===== src/hdl/lis_pkg.sv =====
// Shared constants and types for the patience-sorting LIS block.
package lis_pkg;

  localparam int MAX_LEN     = 64;
  localparam int VALUE_WIDTH = 32;
  localparam int LEN_W       = $clog2(MAX_LEN + 1);

  localparam int IN_TDATA_W  = ((VALUE_WIDTH + 7) / 8) * 8;
  localparam int OUT_TDATA_W = ((LEN_W + 7) / 8) * 8;

  typedef logic signed [VALUE_WIDTH-1:0] value_t;
  typedef logic [LEN_W-1:0]              len_t;

  // Status handed from one cell to the next one up the row.
  typedef struct packed {
    logic valid;  // cell holds a tail in use
    logic ge;     // cell holds a tail >= incoming key
  } link_t;

  // Broadcast control from the top level to every cell.
  typedef struct packed {
    logic   accept;
    value_t key;
  } cell_ctrl_t;

endpackage


===== src/hdl/lis_length_patience_tails.sv =====
// Top level: LIS length by patience sorting over a row of tail cells.
//
//  channel | dir | beat payload
//  --------+-----+----------------------------------------------
//  in_     | in  | tdata = value, tlast = last
//  out_    | out | tdata = length, tuser = overflow, tlast = final_res
//
// One beat per cycle: every cell compares its tail with the key at once and
// passes its compare flag to the next cell, so the key finds its slot in the
// accept cycle; the result is registered and shows the following cycle.
// Reset clears the used count, the overflow flag and the output valid; tails need no reset.
// The input stalls only while a result waits on a low out_tready.
module lis_length_patience_tails (
  input  logic                             clk,
  input  logic                             rst_n,
  input  logic                             in_tvalid,
  output logic                             in_tready,
  input  logic [lis_pkg::IN_TDATA_W-1:0]   in_tdata,   // [31:0] value
  input  logic                             in_tlast,   // last
  output logic                             out_tvalid,
  input  logic                             out_tready,
  output logic [lis_pkg::OUT_TDATA_W-1:0]  out_tdata,  // [6:0] length, [7] zero
  output logic                             out_tuser,  // [0] overflow
  output logic                             out_tlast   // final_res
);
  import lis_pkg::*;

  len_t       used_r, used_nxt;
  logic       ovf_seen_r, ovf_seen_nxt;
  logic       out_valid_r, out_valid_nxt;
  len_t       out_len_r, out_len_nxt;
  logic       out_ovf_r, out_ovf_nxt;
  logic       out_last_r, out_last_nxt;

  logic       accept;
  cell_ctrl_t ctrl;
  link_t      links [MAX_LEN+1];
  logic [MAX_LEN-1:0] ge_vec;
  logic       any_ge;
  logic       full;
  logic       append;
  len_t       len_after;
  logic       ovf_after;

  assign in_tready = !out_valid_r || out_tready;
  assign accept    = in_tvalid && in_tready;

  assign ctrl.accept = accept;
  assign ctrl.key    = in_tdata[VALUE_WIDTH-1:0];

  // Virtual cell below the row: always in use, always below the key.
  assign links[0].valid = 1'b1;
  assign links[0].ge    = 1'b0;

  for (genvar k = 0; k < MAX_LEN; k++) begin : g_cell
    lis_cell u_cell (
      .clk     (clk),
      .ctrl_i  (ctrl),
      .valid_i (used_r > len_t'(k)),
      .prev_i  (links[k]),
      .link_o  (links[k+1])
    );
    assign ge_vec[k] = links[k+1].ge;
  end

  assign any_ge    = |ge_vec;
  assign full      = (used_r == len_t'(MAX_LEN));
  assign append    = !any_ge && !full;
  assign len_after = used_r + len_t'(append);
  assign ovf_after = ovf_seen_r || (!any_ge && full);

  always_comb begin
    used_nxt      = used_r;
    ovf_seen_nxt  = ovf_seen_r;
    out_valid_nxt = out_valid_r && !out_tready;
    out_len_nxt   = out_len_r;
    out_ovf_nxt   = out_ovf_r;
    out_last_nxt  = out_last_r;
    if (accept) begin
      used_nxt      = in_tlast ? '0 : len_after;
      ovf_seen_nxt  = in_tlast ? 1'b0 : ovf_after;
      out_valid_nxt = 1'b1;
      out_len_nxt   = len_after;
      out_ovf_nxt   = ovf_after;
      out_last_nxt  = in_tlast;
    end
  end

  always_ff @(posedge clk) begin
    if (!rst_n) begin
      used_r      <= '0;
      ovf_seen_r  <= 1'b0;
      out_valid_r <= 1'b0;
    end else begin
      used_r      <= used_nxt;
      ovf_seen_r  <= ovf_seen_nxt;
      out_valid_r <= out_valid_nxt;
    end
  end

  always_ff @(posedge clk) begin
    out_len_r  <= out_len_nxt;
    out_ovf_r  <= out_ovf_nxt;
    out_last_r <= out_last_nxt;
  end

  assign out_tvalid = out_valid_r;
  assign out_tdata  = OUT_TDATA_W'(out_len_r);
  assign out_tuser  = out_ovf_r;
  assign out_tlast  = out_last_r;

endmodule


===== src/hdl/lis_cell.sv =====
// One tail cell: holds one tail, compares it with the broadcast key.
module lis_cell (
  input  logic                clk,
  input  lis_pkg::cell_ctrl_t ctrl_i,
  input  logic                valid_i,
  input  lis_pkg::link_t      prev_i,
  output lis_pkg::link_t      link_o
);
  import lis_pkg::*;

  value_t tail_r;
  value_t tail_nxt;
  logic   ge;
  logic   wr_en;

  assign ge = valid_i && (tail_r >= ctrl_i.key);

  // Lower bound: first cell at or above the key, or the first free cell
  // when every tail in use is below the key.
  assign wr_en = ctrl_i.accept && !prev_i.ge && (ge || (!valid_i && prev_i.valid));

  assign tail_nxt = wr_en ? ctrl_i.key : tail_r;

  assign link_o.valid = valid_i;
  assign link_o.ge    = ge;

  always_ff @(posedge clk) begin
    tail_r <= tail_nxt;
  end

endmodule


===== config.mk =====
export PLATFORM = sky130hd
export DESIGN_NAME = lis_length_patience_tails
export DESIGN_NICKNAME = d
export VERILOG_FILES = /design/src/hdl/lis_pkg.sv /design/src/hdl/lis_length_patience_tails.sv /design/src/hdl/lis_cell.sv
export SDC_FILE = /design/constraint.sdc
export NUM_CORES = 2
export LEC_CHECK = 0
export ABC_AREA = 1
export BUFFER_PORTS_ARGS = -buffer_cell sky130_fd_sc_hd__buf_2
export CORE_AREA = 10 10 553 393
export CTS_BUF_LIST = sky130_fd_sc_hd__clkbuf_4
export CTS_CLUSTER_SIZE = 28
export DETAILED_ROUTE_END_ITERATION = 12
export DIE_AREA = 0 0 563 403
export GPL_ROUTABILITY_DRIVEN = 0
export PLACE_DENSITY_LB_ADDON = 0.15
export SLEW_MARGIN = 20
export SYNTH_ARGS = -nofsm -noshare
export SYNTH_HDL_FRONTEND = slang
export SYNTH_HIERARCHICAL = 1
export SYNTH_SLANG_ARGS = --single-unit

===== constraint.sdc =====
create_clock -name clk -period 3.3 [get_ports clk]
set_clock_uncertainty 0.1 [all_clocks]
set_input_delay 0.495 -clock clk [delete_from_list [all_inputs] [get_ports clk]]
set_output_delay 0.495 -clock clk [all_outputs]
set_load 0.02 [all_outputs]

== Yosys cells after proc, flatten, opt, wreduce, memory -nomap -nowiden ==
Index checks and enable logic that the tools add are counted.

* Logic and storage cells: 659
* Bits of input ports: 37
* Output and inout bits: 12
* Register bits: 2066

* Reduce and logical (&&, ||, !) cells: 456
* Mux-type cells: 3
* Add/sub/neg operators: 1
* Magnitude comparators: 128
* Eq/ne operators: 1

{| class="wikitable"
|+ Operator list
! kind !! number
|-
| $ge 32x32->1 || 64
|-
| $logic_and 1x1->1 || 258
|-
| $gt 7x6->1 const B || 32
|-
| $logic_not 1->1 || 131
|-
| $gt 7x5->1 const B || 16
|-
| $logic_or 1x1->1 || 66
|-
| $reduce_or 64->1 || 1
|-
| $gt 7x4->1 const B || 8
|-
| $gt 7x3->1 const B || 4
|-
| $gt 7x1->1 const B || 2
|-
| $gt 7x2->1 const B || 2
|-
| $add 7x1->7 || 1
|-
| $eq 7x7->1 const B || 1
|-
| $mux 7 || 1
|-
| $mux 1 || 2
|}

== Longest topological paths before layout ==
* Word-level depth: 7
* Gate-level depth with buffers: 30

== By module ==
Netlist, hierarchy kept.

{| class="wikitable"
|+ Modules (own cells, without submodules)
! module !! area each (µm²) !! times used !! cells each
|-
| lis_cell || 1903.1 || 64 || 189
|-
| lis_length_patience_tails || 1549.0 || 1 || 252
|}

== Worst setup path after synthesis ==
Ideal clock, no wire load.

* Path kind: input -> register
* From: input out_tready
* To: register g_cell[0].u_cell.tail_r[0] (enable)
* Required time: 2.805 ns
* Buffers on the path: 0
* Cell stages on the path: 6
* Data arrival time: 3.075 ns
* Slack: -0.271 ns
* Setup time: 0.395 ns
* Path through: inv_1 nand2_1 nand2_2 inv_1 nand2_1 nor2_2

* Word-level cells in the longest chain between the ends: 3

{| class="wikitable"
|+ RTL lines
! item !! line !! text
|-
| start: declaration || lis_length_patience_tails.sv:21 || <nowiki>input logic out_tready,</nowiki>
|-
| $logic_or 1x1->1 || lis_length_patience_tails.sv:45 || <nowiki>assign in_tready = !out_valid_r || out_tready;</nowiki>
|-
| net in_tready || lis_length_patience_tails.sv:17 || <nowiki>output logic in_tready,</nowiki>
|-
| $logic_and 1x1->1 || lis_length_patience_tails.sv:46 || <nowiki>assign accept = in_tvalid && in_tready;</nowiki>
|-
| net accept || lis_length_patience_tails.sv:35 || <nowiki>logic accept;</nowiki>
|-
| $logic_and 1x1->1 || lis_cell.sv:20 || <nowiki>assign wr_en = ctrl_i.accept && !prev_i.ge && (ge || (!valid_i && prev_i.valid));</nowiki>
|-
| net g_cell[0].u_cell.wr_en || lis_cell.sv:14 || <nowiki>logic wr_en;</nowiki>
|-
| end signal: assignment || lis_cell.sv:28 || <nowiki>tail_r <= tail_nxt;</nowiki>
|-
| end: declaration || lis_cell.sv:11 || <nowiki>value_t tail_r;</nowiki>
|}

The timed path passes the listed nets, and every way through them passes these cells.
A chain may end at the register's enable or synchronous reset.

== Final worst setup path ==
* From: register used_r[2]
* To: register out_len_r[5], data pin

* Word-level cells in the longest chain between the ends: 6
* Elaborated cells on any way between the ends: 134

{| class="wikitable"
|+ RTL lines
! item !! line !! text
|-
| start: declaration || lis_length_patience_tails.sv:28 || <nowiki>len_t used_r, used_nxt;</nowiki>
|-
| start signal: assignment || lis_length_patience_tails.sv:95 || <nowiki>used_r <= used_nxt;</nowiki>
|-
| $gt 7x6->1 || lis_length_patience_tails.sv:59 || <nowiki>.valid_i (used_r > len_t'(k)),</nowiki>
|-
| $logic_and 1x1->1 || lis_cell.sv:16 || <nowiki>assign ge = valid_i && (tail_r >= ctrl_i.key);</nowiki>
|-
| net ge_vec[33] || lis_length_patience_tails.sv:38 || <nowiki>logic [MAX_LEN-1:0] ge_vec;</nowiki>
|-
| $reduce_or 64->1 || lis_length_patience_tails.sv:66 || <nowiki>assign any_ge = |ge_vec;</nowiki>
|-
| $logic_not 1->1 || lis_length_patience_tails.sv:68 || <nowiki>assign append = !any_ge && !full;</nowiki>
|-
| $logic_and 1x1->1 || lis_length_patience_tails.sv:68 ||
|-
| $add 7x1->7 || lis_length_patience_tails.sv:69 || <nowiki>assign len_after = used_r + len_t'(append);</nowiki>
|-
| net len_after[5] || lis_length_patience_tails.sv:42 || <nowiki>len_t len_after;</nowiki>
|-
| end signal: assignment || lis_length_patience_tails.sv:102 || <nowiki>out_len_r <= out_len_nxt;</nowiki>
|-
| end: declaration || lis_length_patience_tails.sv:31 || <nowiki>len_t out_len_r, out_len_nxt;</nowiki>
|}

The timed path passes the listed nets, and every way through them passes these cells.

==> impl_metrics.tcl <==
set metrics [dict create \
    grt_usage 0.336 \
    grt_pass1_vias 97621 \
    row_count 140 \
    path_clk_slew_ns 0.08 \
    hold_viol_final 0 \
    fin_ws_ns -0.503 \
    finalCriticalPeriod_ns 3.80 \
    die_width_um 563 \
    firstDrtPassIters 6 \
    drive_gt1_frac 0.205 \
    dieArea_mm2 0.227 \
    wirelength_mm 394 \
    io_buffers 47 \
    numCtsBuffers 530 \
    max_freq_mhz 263 \
    syn_area_mm2 0.123 \
    relSlewSlack 0.214 \
    min_period_over_period 1.15 \
    clockBufferDepth 4 \
    startpoint_type "flop" \
    fp.coreArea_mm2 0.207 \
    final_util 0.734 \
    power_w 0.0591 \
    synth-warning-count 6 \
    setup_viol 14 \
    vdd_drop_max_v 0.000354 \
    drv_slew 0 \
    grt_pass1_wl_mm 580 \
    drv_cap 0 \
    num_vias 97362 \
    area_delta_synth_final_pct 23.1 \
    viasPerCell 5.54 \
    nNetsFinal 16526 \
    cts_tree "yes" \
    ant_nets 0 \
    violations "setup timing" \
    cts_num_sinks 2066 \
    syn_area_per_cell_um2 9.99 \
    outcome "finished with violations" \
    initial_utilization 0.597 \
    wire_per_inst_um 22.4 \
    grt_max_degree 39 \
    antenna_found_initial 45 \
    endpoint_kind "flop" \
    die_y_um 403 \
    grt_overflow_total 0 \
    clk_latency_ns 1.29 \
    io_pins 49 \
    p_per_area_mw_per_mm2 389 \
    tns_ns -4.58 \
    critPathMaxFanout 5 \
    cellLeakagePower_nw 73.4 \
    drt_iter0_drc 10255 \
    required_ns 4.20 \
    tightest_slew_ns 1.17 \
    dpl.hpwl_mm 242 \
    drc_errors 0 \
    cp.arrival_ns 4.70 \
    synth_cells 12347 \
    root_buffer "clkbuf_4" \
    htreeDepth 6 \
    crit_type "reg -> reg" \
    grt_setup_unrepaired "yes" \
    holdCritPathClass "in -> reg" \
]
[worst max-delay path, cell delays in order, from the launching register on]
cell	delay, ns
dfxtp_1	0.32
inv_2	0.16
nand2_1	0.22
buf_4	0.20
nor2_1	0.27
a21oi_1	0.19
buf_4	0.21
inv_1	0.11
a31oi_4	0.06
nor2_4	0.24
nand2_2	0.11
nor2_1	0.13
buf_4	0.15
nand2_4	0.06
nor2_4	0.10
nand2_2	0.10
nor2_4	0.12
ha_4	0.15
buf_4	0.11
nand4_1	0.10
xor2_1	0.18
buf_4	0.14
[sequential cells by signal, indices dropped and copies added, names as in the netlist]
register / cells
g_cell.u_cell/tail_r: 2048
out_len_r: 7
used_r: 7
out_tlast: 1
out_tuser: 1
out_tvalid: 1
ovf_seen_r: 1
[power by group]
part / leakage [nW] / total, W / switching (W) / internal, W
sequential: 18.6 / 0.0289 / 0.0000270 / 0.0289
clock: 3.92 / 0.0227 / 0.0111 / 0.0116
combinational: 50.9 / 0.00749 / 0.00459 / 0.00290
total: 73.4 / 0.0591 / 0.0157 / 0.0434
[cells in the final DEF, fill, tap and decap left out, types with 24 or more instances in the layout]
cell / n
edfxtp_1: 2057
diode_2: 27
buf_6: 28
ha_4: 67
nand3_1: 113
dlygate4sd3_1: 300
a21o_1: 64
nand4_1: 129
inv_2: 33
ha_1: 1983
a21oi_2: 115
nand2_2: 134
buf_12: 271
a31oi_4: 24
inv_1: 2767
clkinv_1: 128
buf_4: 1065
nor2_2: 241
nor2_4: 43
a31oi_1: 25
or2_2: 64
o21ai_0: 142
clkbuf_4: 769
nand4_2: 63
a21oi_1: 720
nor2_1: 549
nand2_1: 2604
o21a_1: 128
[area by class of cell]
cell class	instances	area [um^2]
Sequential cell	2066	62000
Fill cell	14171	54900
Multi-Input combinational cell	7302	52100
Timing Repair Buffer	1693	17000
Inverter	2846	10700
Clock buffer	769	5770
Tap cell	2769	3460
Clock inverter	103	742
Antenna cell	27	67.6
[timing repair]
item,in CTS,in global routing
setup endpoints to repair,16,16
pin swaps,89,85
gates resized for setup,264,210
hold buffers,375,11
endpoints found under the hold margin,2040,29
buffers inserted,14,13
[metal layers]
metal | vias up | global-route usage | share of wire
met5 | - | 0.00784 | 0.0013
met4 | 38 | 0.165 | 0.055
met3 | 1118 | 0.0992 | 0.13
met2 | 5003 | 0.503 | 0.42
met1 | 46174 | 0.447 | 0.39
li1 | 45029 | - | -
[final timing paths]
path	startpoint	endpoint	slack [ns]	cells past startpoint
worst min-delay path	in_tdata[6]	g_cell[14].u_cell/tail_r[6]	0.06	4
worst min register to register	ovf_seen_r	ovf_seen_r	0.38	2
worst max register to register	used_r[2]	out_len_r[5]	-0.50	21
worst max-delay path	used_r[2]	out_len_r[5]	-0.50	21
[through the flow]
stage / setup slack [ns] / cell area [um^2] / hold slack (ns) / std cells
detailed placement: -1.91 / 138000 / 0.369 / 16272
CTS: -0.366 / 150000 / 0.0000185 / 17527
global placement: -1.69 / 138000 / 0.365 / 16272
floorplan: 0.0661 / 123000 / 0.353 / 12348
finish: -0.503 / 152000 / 0.0556 / 17575
global route: -0.568 / 152000 / -0.0118 / 17554
Note: power is estimated with default switching activity, not from simulation.
